==> config.mk <==
export PLATFORM = sky130hd
export DESIGN_NAME = indent_aware_tokenizer
export DESIGN_NICKNAME = d
export VERILOG_FILES = /design/src/hdl/iat_pkg.sv /design/src/hdl/iat_ctrl.sv /design/src/hdl/iat_dp.sv /design/src/hdl/indent_aware_tokenizer.sv
export VERILOG_INCLUDE_DIRS = /design/src /design/src/hdl
export SDC_FILE = /design/constraint.sdc
export NUM_CORES = 1
export LEC_CHECK = 0
export ABC_AREA = 1
export BUFFER_PORTS_ARGS = -buffer_cell sky130_fd_sc_hd__buf_2
export CORE_MARGIN = 2
export CORE_UTILIZATION = 57
export CTS_CLUSTER_DIAMETER = 150
export CTS_CLUSTER_SIZE = 20
export DETAILED_ROUTE_END_ITERATION = 6
export PLACE_DENSITY = 0.77
export SLEW_MARGIN = 20
export SYNTH_ARGS = -nofsm -noshare
export SYNTH_HDL_FRONTEND = slang
export SYNTH_SLANG_ARGS = --single-unit
==> constraint.sdc <==
create_clock -name clk_i -period 6.2 [get_ports clk_i]
set_input_delay 0.93 -clock clk_i [delete_from_list [all_inputs] [get_ports clk_i]]
set_output_delay 0.93 -clock clk_i [all_outputs]
set_load 0.03 [all_outputs]
==> src/hdl/assert_macros.svh <==
// ----------------------------------------------------------------------------
// assert_macros.svh
// Assertion helpers used by the top-level RTL.
// ----------------------------------------------------------------------------
`ifndef ASSERT_MACROS_SVH
`define ASSERT_MACROS_SVH

// Implication checked at every clock edge, quiet while in reset.
`define IAT_ASSERT(lbl, prop, msg) \
  lbl: assert property (@(posedge clk_i) disable iff (!rst_ni) prop) else $error(msg);

// Condition that must never be seen at a clock edge, quiet while in reset.
`define IAT_NEVER(lbl, cond, msg) \
  lbl: assert property (@(posedge clk_i) disable iff (!rst_ni) !(cond)) else $error(msg);

`endif

==> src/hdl/iat_pkg.sv <==
// ----------------------------------------------------------------------------
// iat_pkg
// Types, codes and lookup functions of the indent-aware tokenizer.
// ----------------------------------------------------------------------------
package iat_pkg;

  localparam int unsigned INDENT_DEPTH_DEF = 16;
  localparam int unsigned POS_BITS_DEF     = 16;

  localparam logic [7:0] CH_NUL   = 8'h00;
  localparam logic [7:0] CH_TAB   = 8'h09;
  localparam logic [7:0] CH_NL    = 8'h0A;
  localparam logic [7:0] CH_SPACE = 8'h20;
  localparam logic [7:0] CH_QUOTE = 8'h22;
  localparam logic [7:0] CH_HASH  = 8'h23;
  localparam logic [7:0] CH_DOT   = 8'h2E;
  localparam logic [7:0] CH_EQ    = 8'h3D;
  localparam logic [7:0] CH_UNDER = 8'h5F;

  localparam logic [1:0] WS_NONE  = 2'd0;
  localparam logic [1:0] WS_SPACE = 2'd1;
  localparam logic [1:0] WS_TAB   = 2'd2;

  typedef enum logic [5:0] {
    K_EOF, K_ID, K_STRING, K_NUMBER, K_COLON, K_DOT, K_COMMA, K_LPR, K_RPR,
    K_LSBR, K_RSBR, K_LBR, K_RBR, K_PLUS, K_PLUSASS, K_MINUS, K_MINASS, K_ARROW,
    K_STAR, K_MULASS, K_DIV, K_DIVASS, K_IDIV, K_IDIVASS, K_MOD, K_MODASS,
    K_MATMUL, K_MATMULASS, K_GREATER, K_GREQUAL, K_RSHIFT, K_RSHIFTASS,
    K_LESS, K_LEQUAL, K_LSHIFT, K_LSHIFTASS, K_ASSIGN, K_EQUAL, K_INV,
    K_BAND, K_BANDASS, K_BOR, K_BORASS, K_XOR, K_XORASS, K_NOTEQ,
    K_UNEXPECTED, K_NEWLINE, K_INDENT, K_DEDENT, K_INDENTERROR,
    K_TABSPACEMIX, K_TEXT
  } kind_e;

  typedef enum logic [5:0] {
    M_START, M_SKIP, M_ID, M_STRING, M_NUM1, M_NUM2, M_COMMENT, M_NEWLINE,
    M_INDENT,
    M_PLUS, M_MINUS, M_STAR, M_DIV, M_MOD, M_MATMUL, M_GREATER, M_LESS,
    M_ASSIGN, M_INV, M_BAND, M_BOR, M_XOR, M_EXCL, M_IDIV, M_LSHIFT,
    M_RSHIFT, M_COLON, M_DOT, M_COMMA, M_LPR, M_RPR, M_LSBR, M_RSBR, M_LBR,
    M_RBR
  } mode_e;

  typedef enum logic [2:0] {
    S_IDLE, S_PRE, S_DED, S_DWAIT, S_ERR, S_TAIL, S_FLUSH
  } state_e;

  typedef enum logic [1:0] {
    SEL_PRE, SEL_DED, SEL_ERR, SEL_TAIL
  } sel_e;

  typedef struct packed {
    logic  accept;
    logic  emit;
    sel_e  sel;
    logic  pop;
    logic  load_top;
    logic  reseed;
    logic  flush;
  } cmd_t;

  typedef struct packed {
    logic pre_v;
    logic ded_v;
    logic tail_v;
    logic ded_more;
    logic lp_zero;
    logic lp_one;
    logic stage_free;
    logic stage_v;
    logic adv;
  } sts_t;

  typedef struct packed {
    logic  is_op;
    kind_e base;
    logic  eq_v;
    kind_e eq;
    logic  ch2_v;
    logic [7:0] ch2;
    logic  act2_mode;
    kind_e act2_kind;
    mode_e act2_m;
  } op_t;

  function automatic logic is_alpha(input logic [7:0] c);
    return (c >= "a" && c <= "z") || (c >= "A" && c <= "Z");
  endfunction

  function automatic logic is_digit(input logic [7:0] c);
    return c >= "0" && c <= "9";
  endfunction

  function automatic logic id_begin(input logic [7:0] c);
    return is_alpha(c) || c == CH_UNDER;
  endfunction

  function automatic logic id_char(input logic [7:0] c);
    return id_begin(c) || is_digit(c);
  endfunction

  function automatic op_t mk_op(input kind_e b, input logic ev, input kind_e e);
    op_t o;
    o = '{is_op: 1'b1, base: b, eq_v: ev, eq: e, ch2_v: 1'b0, ch2: CH_NUL,
          act2_mode: 1'b0, act2_kind: K_EOF, act2_m: M_START};
    return o;
  endfunction

  function automatic op_t op_lookup(input mode_e m);
    op_t o;
    o = mk_op(K_EOF, 1'b0, K_EOF);
    o.is_op = 1'b0;
    case (m)
      M_PLUS:    o = mk_op(K_PLUS, 1'b1, K_PLUSASS);
      M_MINUS: begin
        o = mk_op(K_MINUS, 1'b1, K_MINASS);
        o.ch2_v = 1'b1; o.ch2 = ">"; o.act2_kind = K_ARROW;
      end
      M_STAR:    o = mk_op(K_STAR, 1'b1, K_MULASS);
      M_DIV: begin
        o = mk_op(K_DIV, 1'b1, K_DIVASS);
        o.ch2_v = 1'b1; o.ch2 = "/"; o.act2_mode = 1'b1; o.act2_m = M_IDIV;
      end
      M_MOD:     o = mk_op(K_MOD, 1'b1, K_MODASS);
      M_MATMUL:  o = mk_op(K_MATMUL, 1'b1, K_MATMULASS);
      M_GREATER: begin
        o = mk_op(K_GREATER, 1'b1, K_GREQUAL);
        o.ch2_v = 1'b1; o.ch2 = ">"; o.act2_mode = 1'b1; o.act2_m = M_RSHIFT;
      end
      M_LESS: begin
        o = mk_op(K_LESS, 1'b1, K_LEQUAL);
        o.ch2_v = 1'b1; o.ch2 = "<"; o.act2_mode = 1'b1; o.act2_m = M_LSHIFT;
      end
      M_ASSIGN:  o = mk_op(K_ASSIGN, 1'b1, K_EQUAL);
      M_INV:     o = mk_op(K_INV, 1'b0, K_EOF);
      M_BAND:    o = mk_op(K_BAND, 1'b1, K_BANDASS);
      M_BOR:     o = mk_op(K_BOR, 1'b1, K_BORASS);
      M_XOR:     o = mk_op(K_XOR, 1'b1, K_XORASS);
      M_EXCL:    o = mk_op(K_UNEXPECTED, 1'b1, K_NOTEQ);
      M_IDIV:    o = mk_op(K_IDIV, 1'b1, K_IDIVASS);
      M_LSHIFT:  o = mk_op(K_LSHIFT, 1'b1, K_LSHIFTASS);
      M_RSHIFT:  o = mk_op(K_RSHIFT, 1'b1, K_RSHIFTASS);
      M_COLON:   o = mk_op(K_COLON, 1'b0, K_EOF);
      M_DOT:     o = mk_op(K_DOT, 1'b0, K_EOF);
      M_COMMA:   o = mk_op(K_COMMA, 1'b0, K_EOF);
      M_LPR:     o = mk_op(K_LPR, 1'b0, K_EOF);
      M_RPR:     o = mk_op(K_RPR, 1'b0, K_EOF);
      M_LSBR:    o = mk_op(K_LSBR, 1'b0, K_EOF);
      M_RSBR:    o = mk_op(K_RSBR, 1'b0, K_EOF);
      M_LBR:     o = mk_op(K_LBR, 1'b0, K_EOF);
      M_RBR:     o = mk_op(K_RBR, 1'b0, K_EOF);
      default:   o.is_op = 1'b0;
    endcase
    return o;
  endfunction

  // Mode entered for a byte that opens an operator, string or skip.
  function automatic mode_e dispatch_mode(input logic [7:0] c);
    mode_e m;
    case (c)
      "+":      m = M_PLUS;
      "-":      m = M_MINUS;
      "*":      m = M_STAR;
      "/":      m = M_DIV;
      "@":      m = M_MATMUL;
      "%":      m = M_MOD;
      "&":      m = M_BAND;
      "|":      m = M_BOR;
      "^":      m = M_XOR;
      "!":      m = M_EXCL;
      "<":      m = M_LESS;
      ">":      m = M_GREATER;
      "=":      m = M_ASSIGN;
      "~":      m = M_INV;
      ".":      m = M_DOT;
      ",":      m = M_COMMA;
      "(":      m = M_LPR;
      ")":      m = M_RPR;
      "[":      m = M_LSBR;
      "]":      m = M_RSBR;
      "{":      m = M_LBR;
      "}":      m = M_RBR;
      ":":      m = M_COLON;
      CH_QUOTE: m = M_STRING;
      default:  m = M_SKIP;
    endcase
    return m;
  endfunction

endpackage

==> src/hdl/iat_ctrl.sv <==
// ----------------------------------------------------------------------------
// iat_ctrl
// Sequencer: walks one byte's result slots (pre, dedents, error, tail, flush).
// ----------------------------------------------------------------------------
module iat_ctrl (
  input  logic          clk_i,
  input  logic          rst_ni,
  input  logic          in_valid_i,
  output logic          in_ready_o,
  input  iat_pkg::sts_t sts_i,
  output iat_pkg::cmd_t cmd_o
);
  import iat_pkg::*;

  state_e state_q, state_d;

  always_ff @(posedge clk_i or negedge rst_ni) begin
    if (!rst_ni) begin
      state_q <= S_IDLE;
    end else begin
      state_q <= state_d;
    end
  end

  always_comb begin
    state_d    = state_q;
    cmd_o      = '{accept: 1'b0, emit: 1'b0, sel: SEL_PRE, pop: 1'b0,
                   load_top: 1'b0, reseed: 1'b0, flush: 1'b0};
    in_ready_o = 1'b0;
    case (state_q)
      S_IDLE: begin
        in_ready_o = 1'b1;
        if (in_valid_i) begin
          cmd_o.accept = 1'b1;
          state_d      = S_PRE;
        end
      end
      S_PRE: begin
        if (!sts_i.pre_v) begin
          state_d = S_DED;
        end else if (sts_i.stage_free) begin
          cmd_o.emit = 1'b1;
          cmd_o.sel  = SEL_PRE;
          state_d    = S_DED;
        end
      end
      S_DED: begin
        if (!sts_i.ded_v) begin
          state_d = S_TAIL;
        end else if (sts_i.ded_more) begin
          if (sts_i.stage_free) begin
            cmd_o.emit = 1'b1;
            cmd_o.sel  = SEL_DED;
            cmd_o.pop  = 1'b1;
            state_d    = sts_i.lp_one ? S_DED : S_DWAIT;
          end
        end else begin
          state_d = sts_i.lp_zero ? S_ERR : S_TAIL;
        end
      end
      S_DWAIT: begin
        cmd_o.load_top = 1'b1;
        state_d        = S_DED;
      end
      S_ERR: begin
        if (sts_i.stage_free) begin
          cmd_o.emit   = 1'b1;
          cmd_o.sel    = SEL_ERR;
          cmd_o.reseed = 1'b1;
          state_d      = S_TAIL;
        end
      end
      S_TAIL: begin
        if (!sts_i.tail_v) begin
          state_d = S_FLUSH;
        end else if (sts_i.stage_free) begin
          cmd_o.emit = 1'b1;
          cmd_o.sel  = SEL_TAIL;
          state_d    = S_FLUSH;
        end
      end
      S_FLUSH: begin
        if (!sts_i.stage_v) begin
          state_d = S_IDLE;
        end else if (sts_i.adv) begin
          cmd_o.flush = 1'b1;
          state_d     = S_IDLE;
        end
      end
      default: state_d = S_IDLE;
    endcase
  end

endmodule

==> src/hdl/iat_dp.sv <==
// ----------------------------------------------------------------------------
// iat_dp
// Datapath: lexer state, indent stack, result staging and output register.
// ----------------------------------------------------------------------------
module iat_dp #(
  parameter int unsigned INDENT_DEPTH = iat_pkg::INDENT_DEPTH_DEF,
  parameter int unsigned POS_BITS     = iat_pkg::POS_BITS_DEF
) (
  input  logic          clk_i,
  input  logic          rst_ni,
  input  logic [7:0]    char_code_i,
  input  iat_pkg::cmd_t cmd_i,
  output iat_pkg::sts_t sts_o,
  output logic          out_valid_o,
  input  logic          out_ready_i,
  output logic [5:0]    kind_o,
  output logic [15:0]   row_o,
  output logic [15:0]   column_o,
  output logic [7:0]    text_byte_o,
  output logic          last_o
);
  import iat_pkg::*;

  localparam int unsigned LPW = $clog2(INDENT_DEPTH + 1);
  localparam int unsigned AW  = $clog2(INDENT_DEPTH);

  // lexer state
  mode_e               mode_q;
  logic [POS_BITS-1:0] row_q, col_q, ts_q;
  logic [7:0]          icnt_q;
  logic [1:0]          pw_q, style_q;
  logic [LPW-1:0]      lp_q;
  logic [7:0]          top_q, rd_q;
  logic [7:0]          mem_q [INDENT_DEPTH];

  // per-byte plan
  logic        pre_v_q, ded_v_q, tail_v_q;
  kind_e       pre_k_q, tail_k_q;
  logic [7:0]  tgt_q, tail_b_q;
  logic [15:0] res_row_q, put_col_q, tail_col_q;

  // staging and output
  logic        st_v_q, ov_q, last_q;
  kind_e       st_k_q, ok_q;
  logic [15:0] st_row_q, st_col_q, orow_q, ocol_q;
  logic [7:0]  st_b_q, ob_q;

  function automatic logic [15:0] clamp16(input logic [POS_BITS-1:0] v);
    logic [31:0] w;
    w = 32'(v);
    return (w > 32'h0000_FFFF) ? 16'hFFFF : w[15:0];
  endfunction

  // next-state evaluation of one byte
  op_t                 op;
  logic [7:0]          c;
  logic [POS_BITS-1:0] col_inc, row_inc, row_n, col_n, ts_n;
  mode_e               mode_n;
  logic [7:0]          ic_n, ic1;
  logic [1:0]          pw_n, style_n, s1, s2, w;
  logic                pre_v, ded_v, push, t_v, t_cur, do_tail, do_disp;
  kind_e               pre_k, t_k;
  logic [7:0]          tgt, t_b;

  always_comb begin
    c       = char_code_i;
    op      = op_lookup(mode_q);
    col_inc = (col_q == '1) ? col_q : col_q + 1'b1;
    row_inc = (row_q == '1) ? row_q : row_q + 1'b1;
    mode_n  = mode_q;
    row_n   = row_q;
    col_n   = col_q;
    ts_n    = ts_q;
    ic_n    = icnt_q;
    ic1     = icnt_q;
    pw_n    = pw_q;
    style_n = style_q;
    s1      = style_q;
    s2      = style_q;
    w       = WS_SPACE;
    pre_v   = 1'b0;
    pre_k   = K_EOF;
    ded_v   = 1'b0;
    tgt     = 8'd0;
    push    = 1'b0;
    t_v     = 1'b0;
    t_k     = K_TEXT;
    t_cur   = 1'b1;
    t_b     = 8'd0;
    do_tail = 1'b0;
    do_disp = 1'b0;
    case (mode_q)
      M_START: begin
        if (c == CH_HASH) begin
          mode_n = M_COMMENT; ts_n = col_n;
        end else if (c == CH_SPACE || c == CH_TAB) begin
          mode_n = M_INDENT; ts_n = col_n; ic_n = 8'd0; pw_n = WS_NONE;
        end else if (c != CH_NL) begin
          do_tail = 1'b1;
        end
      end
      M_SKIP: begin
        col_n = col_inc; do_tail = 1'b1;
      end
      M_ID: begin
        col_n = col_inc;
        if (id_char(c)) begin
          t_v = 1'b1; t_b = c;
        end else begin
          pre_v = 1'b1; pre_k = K_ID; do_disp = 1'b1;
        end
      end
      M_STRING: begin
        col_n = col_inc;
        if (c == CH_QUOTE) begin
          pre_v = 1'b1; pre_k = K_STRING; mode_n = M_SKIP; ts_n = col_n;
        end else begin
          t_v = 1'b1; t_b = c;
        end
      end
      M_NUM1: begin
        col_n = col_inc;
        if (is_digit(c)) begin
          t_v = 1'b1; t_b = c;
        end else if (c == CH_DOT) begin
          t_v = 1'b1; t_b = c; mode_n = M_NUM2;
        end else begin
          pre_v = 1'b1; pre_k = K_NUMBER; do_tail = 1'b1;
        end
      end
      M_NUM2: begin
        col_n = col_inc;
        if (is_digit(c)) begin
          t_v = 1'b1; t_b = c;
        end else begin
          pre_v = 1'b1; pre_k = K_NUMBER; do_disp = 1'b1;
        end
      end
      M_COMMENT: begin
        if (c == CH_NL) begin
          row_n = row_inc; col_n = '0;
          mode_n = M_INDENT; ts_n = '0; ic_n = 8'd0; pw_n = WS_NONE;
        end
      end
      M_NEWLINE: begin
        col_n = POS_BITS'(1);
        row_n = row_inc;
        if (c == CH_NL) begin
          mode_n = mode_q;
        end else if (c == CH_HASH) begin
          mode_n = M_COMMENT; ts_n = col_n;
        end else if (c == CH_NUL) begin
          pre_v = 1'b1; pre_k = K_EOF;
        end else if (c == CH_SPACE || c == CH_TAB) begin
          mode_n = M_INDENT; ts_n = col_n; ic_n = 8'd0;
          pw_n = (c == CH_SPACE) ? WS_SPACE : WS_TAB;
        end else begin
          ded_v = 1'b1; tgt = 8'd0; do_tail = 1'b1;
        end
      end
      M_INDENT: begin
        col_n = col_inc;
        if (c == CH_NL) begin
          pw_n = WS_NONE; ic_n = 8'd0; row_n = row_inc; col_n = '0;
        end else if (c == CH_HASH) begin
          mode_n = M_COMMENT; ts_n = col_n;
        end else begin
          if (pw_q != WS_NONE) begin
            s1 = (style_q == WS_NONE) ? pw_q : style_q;
          end
          style_n = s1;
          if (pw_q != WS_NONE && pw_q != s1) begin
            // mismatched pending blank: line stays in mix state
            pre_v = 1'b1; pre_k = K_TABSPACEMIX;
          end else begin
            if (pw_q != WS_NONE) begin
              ic1  = (icnt_q == 8'hFF) ? icnt_q : icnt_q + 8'd1;
              pw_n = WS_NONE;
            end
            ic_n = ic1;
            if (c == CH_SPACE || c == CH_TAB) begin
              w       = (c == CH_SPACE) ? WS_SPACE : WS_TAB;
              s2      = (s1 == WS_NONE) ? w : s1;
              style_n = s2;
              if (w == s2) begin
                ic_n = (ic1 == 8'hFF) ? ic1 : ic1 + 8'd1;
              end else begin
                pre_v = 1'b1; pre_k = K_TABSPACEMIX;
              end
            end else begin
              if (ic1 > top_q) begin
                push = 1'b1; pre_v = 1'b1; pre_k = K_INDENT;
              end else if (ic1 < top_q) begin
                ded_v = 1'b1; tgt = ic1;
              end
              do_tail = 1'b1;
            end
          end
        end
      end
      default: begin
        if (op.is_op) begin
          col_n = col_inc;
          if (op.eq_v && c == CH_EQ) begin
            pre_v = 1'b1; pre_k = op.eq; mode_n = M_SKIP; ts_n = col_n;
          end else if (op.ch2_v && c == op.ch2) begin
            if (op.act2_mode) begin
              mode_n = op.act2_m; ts_n = col_n;
            end else begin
              pre_v = 1'b1; pre_k = op.act2_kind; mode_n = M_SKIP; ts_n = col_n;
            end
          end else begin
            pre_v = 1'b1; pre_k = op.base; do_tail = 1'b1;
          end
        end else begin
          mode_n = M_START;
        end
      end
    endcase

    if (do_tail && id_begin(c)) begin
      t_v = 1'b1; t_b = c; mode_n = M_ID; ts_n = col_n;
    end else if (do_tail && is_digit(c)) begin
      t_v = 1'b1; t_b = c; mode_n = M_NUM1; ts_n = col_n;
    end else if (do_tail || do_disp) begin
      if (c == CH_HASH) begin
        t_v = 1'b1; t_k = K_NEWLINE; mode_n = M_COMMENT; ts_n = col_n;
      end else if (c == CH_NL) begin
        t_v = 1'b1; t_k = K_NEWLINE; mode_n = M_NEWLINE; ts_n = col_n;
      end else if (c == CH_NUL) begin
        t_v = 1'b1; t_k = K_EOF; t_cur = 1'b0;
      end else begin
        mode_n = dispatch_mode(c); ts_n = col_n;
      end
    end
  end

  // control state
  always_ff @(posedge clk_i or negedge rst_ni) begin
    if (!rst_ni) begin
      mode_q   <= M_START;
      row_q    <= '0;
      col_q    <= '0;
      ts_q     <= '0;
      icnt_q   <= 8'd0;
      pw_q     <= WS_NONE;
      style_q  <= WS_NONE;
      lp_q     <= LPW'(1);
      top_q    <= 8'd0;
      pre_v_q  <= 1'b0;
      ded_v_q  <= 1'b0;
      tail_v_q <= 1'b0;
      st_v_q   <= 1'b0;
      ov_q     <= 1'b0;
    end else begin
      if (cmd_i.accept) begin
        mode_q   <= mode_n;
        row_q    <= row_n;
        col_q    <= col_n;
        ts_q     <= ts_n;
        icnt_q   <= ic_n;
        pw_q     <= pw_n;
        style_q  <= style_n;
        pre_v_q  <= pre_v;
        ded_v_q  <= ded_v;
        tail_v_q <= t_v;
        if (push) begin
          top_q <= ic1;
          if (lp_q < LPW'(INDENT_DEPTH)) begin
            lp_q <= lp_q + LPW'(1);
          end
        end
      end
      if (cmd_i.pop) begin
        lp_q <= lp_q - LPW'(1);
      end
      if (cmd_i.load_top) begin
        top_q <= rd_q;
      end
      if (cmd_i.reseed) begin
        lp_q  <= LPW'(1);
        top_q <= 8'd0;
      end
      if (cmd_i.emit) begin
        st_v_q <= 1'b1;
      end else if (cmd_i.flush) begin
        st_v_q <= 1'b0;
      end
      if ((cmd_i.emit || cmd_i.flush) && st_v_q) begin
        ov_q <= 1'b1;
      end else if (out_ready_i) begin
        ov_q <= 1'b0;
      end
    end
  end

  // indent stack; entry zero only ever holds level zero
  logic [AW-1:0]  wr_addr, rd_addr;
  logic [LPW-1:0] lp_m2;

  assign wr_addr = (lp_q < LPW'(INDENT_DEPTH)) ? lp_q[AW-1:0] : AW'(INDENT_DEPTH - 1);
  assign lp_m2   = lp_q - LPW'(2);
  assign rd_addr = lp_m2[AW-1:0];

  always_ff @(posedge clk_i) begin
    if (cmd_i.accept && push) begin
      mem_q[wr_addr] <= ic1;
    end
    rd_q <= (rd_addr == '0) ? 8'd0 : mem_q[rd_addr];
  end

  // plan and result payload
  always_ff @(posedge clk_i) begin
    if (cmd_i.accept) begin
      pre_k_q    <= pre_k;
      tgt_q      <= tgt;
      tail_k_q   <= t_k;
      tail_b_q   <= t_b;
      res_row_q  <= clamp16(row_n);
      put_col_q  <= clamp16(ts_q);
      tail_col_q <= t_cur ? clamp16(col_n) : clamp16(ts_q);
    end
    if (cmd_i.emit) begin
      st_row_q <= res_row_q;
      case (cmd_i.sel)
        SEL_PRE:  begin st_k_q <= pre_k_q;       st_col_q <= put_col_q;  st_b_q <= 8'd0; end
        SEL_DED:  begin st_k_q <= K_DEDENT;      st_col_q <= put_col_q;  st_b_q <= 8'd0; end
        SEL_ERR:  begin st_k_q <= K_INDENTERROR; st_col_q <= put_col_q;  st_b_q <= 8'd0; end
        SEL_TAIL: begin st_k_q <= tail_k_q;      st_col_q <= tail_col_q; st_b_q <= tail_b_q; end
        default:  begin st_k_q <= pre_k_q;       st_col_q <= put_col_q;  st_b_q <= 8'd0; end
      endcase
    end
    if ((cmd_i.emit || cmd_i.flush) && st_v_q) begin
      ok_q   <= st_k_q;
      orow_q <= st_row_q;
      ocol_q <= st_col_q;
      ob_q   <= st_b_q;
      last_q <= cmd_i.flush;
    end
  end

  always_comb begin
    sts_o.pre_v      = pre_v_q;
    sts_o.ded_v      = ded_v_q;
    sts_o.tail_v     = tail_v_q;
    sts_o.ded_more   = (lp_q != '0) && (top_q != tgt_q);
    sts_o.lp_zero    = (lp_q == '0);
    sts_o.lp_one     = (lp_q == LPW'(1));
    sts_o.adv        = !ov_q || out_ready_i;
    sts_o.stage_free = !st_v_q || sts_o.adv;
    sts_o.stage_v    = st_v_q;
  end

  assign out_valid_o = ov_q;
  assign kind_o      = ok_q;
  assign row_o       = orow_q;
  assign column_o    = ocol_q;
  assign text_byte_o = ob_q;
  assign last_o      = last_q;

endmodule

==> src/hdl/indent_aware_tokenizer.sv <==
// ----------------------------------------------------------------------------
// indent_aware_tokenizer
// Line-oriented lexer with an indent stack, one source byte per input beat.
// ----------------------------------------------------------------------------
// Input channel: in_valid_i / in_ready_o carry one source byte in char_code_i;
// a zero byte outside a string or comment ends input with an eof record.
// Output channel: out_valid_o / out_ready_i carry result beats (kind, row,
// column, text_byte); last_o flags the final beat caused by an input byte.
// A byte may cause no beat at all (whitespace, comment bytes).
// Sequence: an accepted byte is worked through in its own slots: plan, optional
// leading record, the dedent loop, optional indent error, optional tail record,
// then a flush of the staged beat. The dedent loop passes through a wait state
// after every pop but the one that empties the stack, because the stack memory
// has a registered read port. Results pass through a staging register and an
// output register, so the next byte is accepted while the last beat still
// waits on out_ready_i.
// Receiver stall: the sequencer holds in its current slot until the output
// register frees up; nothing is dropped.
// Reset (rst_ni low, async): start mode, row/column zero, stack holding the
// single level zero, no beats pending. No clearing pass is needed.
// ----------------------------------------------------------------------------
module indent_aware_tokenizer #(
  parameter int unsigned INDENT_DEPTH = iat_pkg::INDENT_DEPTH_DEF,
  parameter int unsigned POS_BITS     = iat_pkg::POS_BITS_DEF
) (
  input  logic        clk_i,
  input  logic        rst_ni,
  input  logic        in_valid_i,
  output logic        in_ready_o,
  input  logic [7:0]  char_code_i,
  output logic        out_valid_o,
  input  logic        out_ready_i,
  output logic [5:0]  kind_o,
  output logic [15:0] row_o,
  output logic [15:0] column_o,
  output logic [7:0]  text_byte_o,
  output logic        last_o
);
  import iat_pkg::*;

  `include "assert_macros.svh"

  cmd_t cmd;  // sequencer -> datapath
  sts_t sts;  // datapath -> sequencer

  iat_ctrl u_ctrl (
    .clk_i      (clk_i),
    .rst_ni     (rst_ni),
    .in_valid_i (in_valid_i),
    .in_ready_o (in_ready_o),
    .sts_i      (sts),
    .cmd_o      (cmd)
  );

  iat_dp #(
    .INDENT_DEPTH (INDENT_DEPTH),
    .POS_BITS     (POS_BITS)
  ) u_dp (
    .clk_i       (clk_i),
    .rst_ni      (rst_ni),
    .char_code_i (char_code_i),
    .cmd_i       (cmd),
    .sts_o       (sts),
    .out_valid_o (out_valid_o),
    .out_ready_i (out_ready_i),
    .kind_o      (kind_o),
    .row_o       (row_o),
    .column_o    (column_o),
    .text_byte_o (text_byte_o),
    .last_o      (last_o)
  );

  // one byte in flight: busy right after an accept
  `IAT_ASSERT(a_busy_after_accept, in_valid_i && in_ready_o |=> !in_ready_o, "accepted while busy")
  // never pop an empty stack
  `IAT_NEVER(a_pop_nonempty, cmd.pop && sts.lp_zero, "pop on empty indent stack")
  // staging only loads when its beat can move on
  `IAT_ASSERT(a_emit_room, cmd.emit |-> sts.stage_free, "staging overrun")

endmodule

==> run summary, run 1 <==
status -> completed
DPL Wire Length -> 36700 um
gr usage total -> 0.286
post-layout min period -> 4560 ps
Final nets -> 2248
Clock Skew -> 20.6 ps
crit path cell chain -> ha_1, nand2_1, nor2_1, nand2_1, nor2_1, nand2_1, nand2_1, o21ai_0, inv_1, ha_1, inv_1, nor2_1, nor2_1, o21ai_0, nand4_1, nand2_1, nand2_1, nor2_1, nand2_1, inv_1, nand2_1, nor3_1
# diodes -> 0
Iter 0 DRT Violations -> 1901
WL final -> 51400 um
Synth Warn # -> 0
TritonCTS clock tree -> built
slew of the pin with the lowest slew margin -> 1090 ps
Crit Path Class -> reg -> reg
top cells by count, synth -> 494 x nand2_1, 294 x edfxtp_1, 253 x nor2_1
placed cell count -> 2647
worst reg2reg path depth -> 22
Yosys top cell area share -> 0.447
Power Density -> 530 nW/um^2
r2r endpoint -> u_dp.mem_q[11][1]
Slew headroom -> 0.265
number of buffers added on ports -> 60
number of synthesized flops with an enable pin -> 294
CTS Sinks -> 389
cell area after layout -> 21100 um^2
CTS max path bufs -> 3
leading area contributor after synthesis -> edfxtp_1
Final setup viols -> 0
WP data arrival -> 4710 ps
worst skew pair latency -> 540 ps
Mapped Avg Cell Area -> 9.01 um^2
initial antenna violation count -> 0
critical path's top delay family -> simple AND/OR/NAND/NOR gates
Area Growth Syn to Fin -> 6.78%
die area -> 36200 um^2
CP max stage delay -> 850 ps
number of global-route vias before repair -> 15000
First-pass DRT Iterations -> 6
RSZ-0062 raised after global routing -> no
Die H -> 190 um
leak pwr -> 8.91 nW
post_cts resized -> 0
Die X -> 190 um
count leader, synth -> nand2_1
predominant post-synthesis flop cell -> edfxtp_1
Core Rows -> 68
routed vias/inst -> 5.95
H-tree level count -> 1
global route overflow -> 0
Post-Syn Instances -> 2195
Max Clk Rate -> 0.219 GHz
Hold-fix buffers, CTS -> 0
Starting Density -> 0.575
post-synthesis sequential area ratio -> 0.565
post-route insts no fill -> 2688
r2r startpoint -> u_dp.icnt_q[0]
period utilization -> 0.735
setup TNS -> 0 ps
antenna-violating nets left -> 0
synthesized cell area -> 19800 um^2
DR WL/cell -> 19.1 um
FF+latch count, synth -> 389
Worst setup EP type -> flip-flop
Final Hold Viols -> 0
Worst Setup Start Kind -> flip-flop
WP data required -> 6350 ps
DRC viols -> 0
Worst-path clk slew -> 80 ps
final slew viol count -> 0
CTS Root Cell -> clkbuf_16
Worst path slowest cell -> nor3_1
Core Area -> 34400 um^2
share of cells above drive strength 1 -> 0.0775
gpl congestion -> 0.996
first-pass GRT wire length -> 82100 um
total CTS buffers -> 23
placed cell area -> 20500 um^2
buffers and inverters on the worst path -> 3
Crit Path Max Fanout -> 8
top post-synthesis cells by area -> edfxtp_1 45%, dfrtp_1 11%, nand2_1 9.4%
Vias -> 16000
most frequent CP cell -> nand2_1
pin count of the biggest net entering global routing -> 125
asr flop ratio synth -> 0.224
Peak VDD IR -> 0.000299 V
Worst Hold Class -> in -> async
Top Ports -> 61
Max Cap Viol -> 0
Synth cell types -> 60
Setup Fix Bufs, Post-CTS -> 0
syn nets -> 2226
R2R Setup Slk -> 1640 ps
filler instances -> 2894
[area by class of cell]
cell class	count	area (um^2)	area share
Clock inverter	1	16.3	0.000770
Sequential cell	389	11200	0.529
Clock buffer	40	639	0.0303
Timing Repair Buffer	71	402	0.0190
Tap cell	455	569	0.0270
Inverter	232	873	0.0414
Multi-Input combinational cell	1500	7440	0.353
[power by group]
group          total [W]  internal [W]  switching, W
logic            0.00540       0.00149       0.00391
registers        0.00427       0.00382      0.000443
clock network    0.00152      0.000707      0.000814
total             0.0112       0.00602       0.00517
[per-layer routing]
metal,vias to the layer above,routed length [um],track usage
met4,0,1260,0.0748
met2,816,23200,0.452
met5,-,0,0
met3,88,4450,0.0355
li1,7592,-,-
met1,7502,22400,0.422
[kinds of logic (layout without fill, tap and decap cells)]
logic type | count (synthesis) | count (layout) | share of synthesized area
and+or+nand+nor | 1029 | 1029 | 0.224
AOI/OAI and AO/OA | 412 | 412 | 0.120
DFF | 389 | 389 | 0.565
buffers and inverters | 306 | 344 | 0.0604
xor gates and xnor gates | 36 | 36 | 0.0159
adders and majority gates | 19 | 19 | 0.0120
muxes | 4 | 4 | 0.00215
[through the flow]
step | hold WS (ps) | setup slack, ps | util | total power [W]
finish | 242 | 1640 | 0.614 | 0.0112
global route | 237 | 1060 | 0.614 | 0.0119
detailed placement | 405 | 1700 | 0.595 | 0.00957
CTS | 230 | 1700 | 0.614 | 0.0111
floorplan | 400 | 192 | - | 0.00808
global placement | 400 | 1930 | 0.595 | 0.00946
[registers in the layout (all words and copies together), names as in the netlist, 16 cells and up]
signal	count
u_dp.col_q	16
u_dp.column_o	16
u_dp.mem_q	128
u_dp.put_col_q	16
u_dp.res_row_q	16
u_dp.row_o	16
u_dp.row_q	16
u_dp.st_col_q	16
u_dp.st_row_q	16
u_dp.tail_col_q	16
u_dp.ts_q	16
[placed cells by master (no fill, tap or decap), types with 42 or more instances in the layout]
cell / count
nand2_1: 494
edfxtp_1: 294
nor2_1: 252
inv_1: 204
o21ai_0: 190
nand3_1: 137
dfrtp_1: 85
a21oi_1: 63
buf_2: 59
nor3_1: 42
nand4_1: 42
[worst max path at each step]
stage                               from                end  slack, ps  cells past startpoint
final                     u_dp.icnt_q[0]  u_dp.mem_q[11][1]       1640                     22
after global routing      u_dp.icnt_q[0]   u_dp.mem_q[7][2]       1060                     22
after CTS                 u_dp.icnt_q[0]  u_dp.mem_q[11][1]       1700                     22
after detailed placement  u_dp.icnt_q[0]  u_dp.mem_q[11][6]       1700                     22
after global placement    u_dp.icnt_q[0]   u_dp.mem_q[3][1]       1930                     22
after floorplan             u_dp.lp_q[0]   u_dp.column_o[0]        190                     14
Note: power is estimated with default switching activity, not from simulation.
==> run 2, diff against run 1 <==
Settings changed: ABC_AREA 1 to 0.
Clock period 6.2 ns to 4 ns, I/O delays scaled along.
==> run 2 against run 1 <==
Utilization increased by 2.1 points. Non-clock buffer count increased by 94. Final area increased by 3.7%. Count of clock-buffer cells in the layout decreased by 1. Wire length decreased by 1.8%. Sequential power increased by 47%. Critical path depth decreased by 8. Via count decreased by 6.7%.
==> run summary, run 2 <==
status -> completed
count leader, synth -> edfxtp_1
predominant post-synthesis flop cell -> edfxtp_1
Area Growth Syn to Fin -> 9.95%
synthesized cell area -> 19900 um^2 (+0.68%)
Reg with most FFs -> u_dp.mem_q
pin count of the biggest net entering global routing -> 102 (-18%)
critical path's top delay family -> simple AND/OR/NAND/NOR gates
CTS max path bufs -> 3 (unchanged)
Worst Hold Class -> reg -> reg
most frequent cells in the layout -> 294 x edfxtp_1, 179 x nand2_1, 127 x nor2_1, 102 x buf_4
crit path cell chain -> ha_1, nand3_1, buf_4, or4_1, nand2_1, inv_1, ha_1, nand4_1, o21bai_1, a2111oi_4, buf_4, nand3_1, nor2_1, buf_4
leading area contributor after synthesis -> edfxtp_1
Largest register FFs -> 128 (unchanged)
Final setup viols -> 0 (unchanged)
top post-synthesis cells by area -> edfxtp_1 44%, dfrtp_1 11%, mux4_2 3.6%
Crit Path Class -> reg -> reg
DR WL/cell -> 22.0 um (+15%)
gpl congestion -> 0.958 (-3.8%)
Synth cell types -> 102 (+70%)
Post-Syn Instances -> 1750 (-20%)
# diodes -> 0 (unchanged)
leak pwr -> 7.98 nW (-10%)
CTS Sinks -> 389 (unchanged)
asr flop ratio synth -> 0.224 (unchanged)
Final Hold Viols -> 0 (unchanged)
number of buffers added on ports -> 60 (unchanged)
Worst Setup Start Kind -> flip-flop
Final nets -> 1856 (-17%)
share of cells above drive strength 1 -> 0.172 (+0.0941)
CP endpoint -> u_dp.mem_q[2][0]
Setup crit start -> u_dp.icnt_q[0]
die area -> 36400 um^2 (+0.67%)
r2r endpoint -> u_dp.mem_q[2][0]
Power Total -> 0.0149 W (+34%)
Peak VDD IR -> 0.000500 V (+68%)
Mapped Avg Cell Area -> 11.4 um^2 (+26%)
TritonCTS clock tree -> built
Multi-input gate area -> 8190 um^2 (+10%)
CTS Root Cell -> clkbuf_16
Synth Warn # -> 0 (unchanged)
Die H -> 191 um (+0.33%)
slew of the pin with the lowest slew margin -> 1050 ps (-49.2 ps)
most frequent CP cell -> buf_4
number of synthesized flops with an enable pin -> 294 (unchanged)
WP data required -> 4250 ps (-2100 ps)
final slew viol count -> 0 (unchanged)
worst skew pair latency -> 550 ps (about the same)
top cells by count, synth -> 294 x edfxtp_1, 180 x nand2_1, 131 x nor2_1
most common cell after layout, fill and taps aside -> edfxtp_1
fin util -> 0.635 (+0.0210)
post-layout min period -> 3810 ps (-743 ps)
Die X -> 191 um (+0.33%)
Power Density -> 683 nW/um^2 (+29%)
antenna-violating nets left -> 0 (unchanged)
post-route setup slack -> 185 ps (-1460 ps)
Yosys top cell area share -> 0.443 (-0.00303)
period utilization -> 0.954 (+0.219)
initial antenna violation count -> 0 (unchanged)
r2r startpoint -> u_dp.icnt_q[0]
number of global-route vias before repair -> 14200 (-5.0%)
DPL Wire Length -> 35300 um (-4.0%)
Worst path slowest cell -> or4_1
buffers and inverters on the worst path -> 4 (+1)
Max Clk Rate -> 0.262 GHz (+19%)
DRC viols -> 0 (unchanged)
WP data arrival -> 4070 ps (-640 ps)
worst reg2reg path depth -> 14 (-36%)
Worst setup EP type -> flip-flop
WL final -> 50500 um (-1.8%)
Crit Path Max Fanout -> 8 (unchanged)
Top Ports -> 61 (unchanged)
routed vias/inst -> 6.50 (+9.2%)
global route overflow -> 0 (unchanged)
post-synthesis sequential area ratio -> 0.561 (-0.00383)
Sequential cell area -> 11200 um^2 (about the same)
Worst-path clk slew -> 90 ps (about the same)
CP max stage delay -> 490 ps (-360 ps)
R2R Setup Slk -> 190 ps (-1460 ps)
Iter 0 DRT Violations -> 1951 (+2.6%)
first-pass GRT wire length -> 79500 um (-3.1%)
Max Cap Viol -> 0 (unchanged)
Slew headroom -> 0.300 (+0.0359)
cell area after layout -> 21900 um^2 (+3.7%)
H-tree level count -> 1 (unchanged)
Clock Skew -> 33.3 ps (+12.6 ps)
First-pass DRT Iterations -> 7 (+1)
pre-CTS WS -> 165 ps (-1530 ps)
gr usage total -> 0.280 (-0.00600)
Core Rows -> 68 (unchanged)
FF+latch count, synth -> 389 (unchanged)
Core Area -> 34500 um^2 (+0.25%)
Vias -> 14900 (-6.7%)
filler instances -> 2606 (-10%)
Starting Density -> 0.578 (+0.00250)
WP depth -> 14 (-36%)
setup TNS -> 0 ps (unchanged)
total CTS buffers -> 23 (unchanged)
syn nets -> 1781 (-20%)
placed cell area -> 21200 um^2 (+3.5%)
run 2: how the worst min path moves through the flow:
stage,to,cells past startpoint,startpoint,slack (ps)
floorplan,u_ctrl.state_q[0],0,rst_ni,300
global placement,u_dp.st_row_q[2],0,u_dp.res_row_q[2],400
detailed placement,u_dp.row_o[15],0,u_dp.st_row_q[15],400
CTS,u_dp.text_byte_o[5],0,u_dp.st_b_q[5],410
global route,u_dp.text_byte_o[5],0,u_dp.st_b_q[5],430
finish,u_dp.text_byte_o[5],0,u_dp.st_b_q[5],410
run 2: per-stage QoR:
stage,instances,hold WS [ps]
final,2297,408
after global routing,2297,426
after CTS,2296,413
after detailed placement,2253,405
after global placement,2253,401
after floorplan,1750,304
run 2: kinds of logic (layout without fill, tap and decap cells):
| kind of cell | after synthesis | count (layout) | share of synthesized area |
|---|---|---|---|
| xor gates and xnor gates | 55 | 55 | 0.0242 |
| adders and majority gates | 19 | 19 | 0.0119 |
| buffers and inverters | 160 | 252 | 0.0335 |
| DFF | 389 | 389 | 0.561 |
| and+or+nand+nor | 609 | 609 | 0.153 |
| AOI/OAI and AO/OA | 424 | 424 | 0.145 |
| muxes | 94 | 94 | 0.0705 |
run 2: layer usage:
metal	up-vias	global-route usage	share of wire
met5	-	0	0
met4	0	0.0808	0.032
met3	139	0.0394	0.082
met2	787	0.458	0.48
met1	7234	0.393	0.41
li1	6762	-	-
run 2: power breakdown:
group	switching, W	internal, W
clock	0.00125	0.00110
combinational	0.00419	0.00212
sequential	0.000636	0.00565
run 2: area by class of cell:
cell class,instances,area share
Tap cell,455,0.0260
Inverter,45,0.00783
Clock buffer,39,0.0290
Multi-Input combinational cell,1201,0.374
Sequential cell,389,0.510
Timing Repair Buffer,165,0.0517
Clock inverter,3,0.00109
run 2: worst reg2reg max path, cell delays in order (launching register included):
cell and delay, ps:
dfrtp_1 360, ha_1 170, nand3_1 160, buf_4 210, or4_1 500, nand2_1 110, inv_1 90, ha_1 320
nand4_1 120, o21bai_1 260, a2111oi_4 350, buf_4 230, nand3_1 250, nor2_1 210, buf_4 200
run 2: what timing repair did:
action	in CTS	in global routing
hold endpoints to repair	17	0
gates resized for setup	0	7
setup endpoints to repair	0	112
hold buffers	1	0
setup buffers	0	1
==> run 3, diff against run 2 <==
Clock period 4 ns to 3.5 ns, I/O delays scaled along.
==> run 3 against run 2 <==
Final cell count up 3.0%. Sequential share of layout area down 1.8 points. Clock power up 16%. Clock skew down 14 ps. Non-clock buffer count up 71. Via count up 1.2%. Wire length up 5.9%. First-iteration DRC count down 22%. Fmax up 10%. Flip-flop and latch count unchanged. Largest cell class unchanged.
==> run summary, run 3 (same netlist as run 2, synthesis figures left out) <==
Clock Skew -> 19.4 ps (-13.9 ps)
global route overflow -> 0 (unchanged)
Die H -> 191 um (unchanged)
Hold-fix buffers, CTS -> 0 (-1)
TritonCTS clock tree -> built
share of cells above drive strength 1 -> 0.214 (+0.0424)
Fin Hold WS -> 0.596 ps (-407 ps)
worst reg2reg path depth -> 15 (+1)
die area -> 36400 um^2 (unchanged)
R2R Setup Slk -> 40 ps (-140 ps)
placed cell count -> 2317 (+2.8%)
cell area after layout -> 22700 um^2 (+3.6%)
Core Rows -> 68 (unchanged)
RSZ-0062 raised after global routing -> yes
Peak VDD IR -> 0.000585 V (+17%)
post-route insts no fill -> 2367 (+3.0%)
Setup crit start -> u_dp.icnt_q[0]
Power Density -> 781 nW/um^2 (+14%)
Max Clk Rate -> 0.289 GHz (+10%)
Worst Setup Start Kind -> flip-flop
Die X -> 191 um (unchanged)
Final nets -> 1927 (+3.8%)
Crit Path Class -> reg -> reg
DRC viols -> 0 (unchanged)
WP data required -> 3760 ps (-490 ps)
Worst setup EP type -> flip-flop
First-pass DRT Iterations -> 5 (-2)
final slew viol count -> 0 (unchanged)
Max Cap Viol -> 0 (unchanged)
initial antenna violation count -> 0 (unchanged)
most frequent cells in the layout -> 294 x edfxtp_1, 179 x nand2_1, 156 x buf_4, 123 x nor2_1, 90 x o21ai_0
WL final -> 53400 um (+5.9%)
period utilization -> 0.988 (+0.0348)
r2r startpoint -> u_dp.icnt_q[0]
DPL Wire Length -> 37400 um (+5.9%)
most common cell after layout, fill and taps aside -> edfxtp_1
gpl congestion -> 0.983 (+2.6%)
filler instances -> 2607 (+0.038%)
Iter 0 DRT Violations -> 1519 (-22%)
number of global-route vias before repair -> 14600 (+2.6%)
Final Hold Viols -> 0 (unchanged)
CTS Root Cell -> clkbuf_16
placed cell area -> 21800 um^2 (+3.0%)
Vias -> 15100 (+1.2%)
r2r endpoint -> u_dp.mem_q[9][1]
Core Area -> 34500 um^2 (unchanged)
number of buffers added on ports -> 60 (unchanged)
routed vias/inst -> 6.38 (-1.7%)
DR WL/cell -> 22.6 um (+2.7%)
Reg with most FFs -> u_dp.mem_q
Largest register FFs -> 128 (unchanged)
slew of the pin with the lowest slew margin -> 838 ps (-208 ps)
total CTS buffers -> 23 (unchanged)
first-pass GRT wire length -> 83300 um (+4.7%)
pre-CTS WS -> -49.0 ps (-214 ps)
post-layout min period -> 3460 ps (-355 ps)
Slew headroom -> 0.439 (+0.139)
H-tree level count -> 1 (unchanged)
Top Ports -> 61 (unchanged)
pin count of the biggest net entering global routing -> 96 (-5.9%)
CTS max path bufs -> 3 (unchanged)
Worst Hold Class -> in -> async
CTS Sinks -> 389 (unchanged)
antenna-violating nets left -> 0 (unchanged)
Worst-path clk slew -> 100 ps (about the same)
WP data arrival -> 3720 ps (-350 ps)
worst skew pair latency -> 550 ps (about the same)
leak pwr -> 8.38 nW (+5.0%)
# diodes -> 0 (unchanged)
setup TNS -> 0 ps (unchanged)
Starting Density -> 0.578 (unchanged)
Crit Path Max Fanout -> 8 (unchanged)
post-route setup slack -> 40.4 ps (-145 ps)
status -> completed
Area Growth Syn to Fin -> 13.9%
Final setup viols -> 0 (unchanged)
gr usage total -> 0.295 (+0.0152)
## run 3: metrics by stage
stage | power, W | util
CTS | 0.0175 | 0.652
detailed placement | 0.0148 | 0.632
global placement | 0.0146 | 0.632
floorplan | 0.0121 | -
global route | 0.0186 | 0.658
finish | 0.0177 | 0.658
## run 3: critical path, cell delays in order, from the launching register on
cell       delay, ps
dfrtp_1          400
ha_4             190
nand3_4          120
o31ai_4          300
mux2i_1          260
inv_1            130
ha_4             280
nor2b_2          120
o21a_1           110
o21a_1           160
o21bai_4          80
a2111oi_4        320
buf_6            190
nand3_4          110
nor2_1           200
buf_4            200
## run 3: final cells by class
cell class	count	area, um^2	area share
Tap cell	455	569	0.0251
Sequential cell	389	11200	0.493
Inverter	45	171	0.00756
Multi-Input combinational cell	1201	8320	0.367
Clock buffer	38	632	0.0279
Clock inverter	3	23.8	0.00105
Timing Repair Buffer	236	1790	0.0791
## run 3: worst max-delay path by stage
stage	end	slack, ps	depth (start not counted)
6_report	u_dp.mem_q[9][1]	40	15
5_1_grt	u_dp.mem_q[9][4]	-120	15
4_1_cts	u_dp.mem_q[10][1]	0.3	15
3_5_place_dp	u_dp.mode_q[0]	-50	11
3_3_place_gp	u_dp.mode_q[0]	-30	11
2_1_floorplan	u_dp.mem_q[8][0]	-160	13
## run 3: timing repair
action	in CTS	in global routing
gates resized for setup	2	35
setup buffers	2	6
gates cloned	0	1
setup endpoints to repair	56	131
pin swaps	2	9
## run 3: per-layer routing
metal | vias up | routed length [um] | GRT usage
li1 | 6898 | - | -
met1 | 7427 | 22500 | 0.413
met2 | 664 | 25400 | 0.480
met3 | 119 | 3890 | 0.0405
met4 | 0 | 1600 | 0.0945
met5 | - | 0 | 0
## run 3: where the power goes
group          leakage [nW]  switching (W)  internal [W]
clock                 0.314        0.00147       0.00125
sequential             3.96       0.000653       0.00646
combinational          4.10        0.00509       0.00277
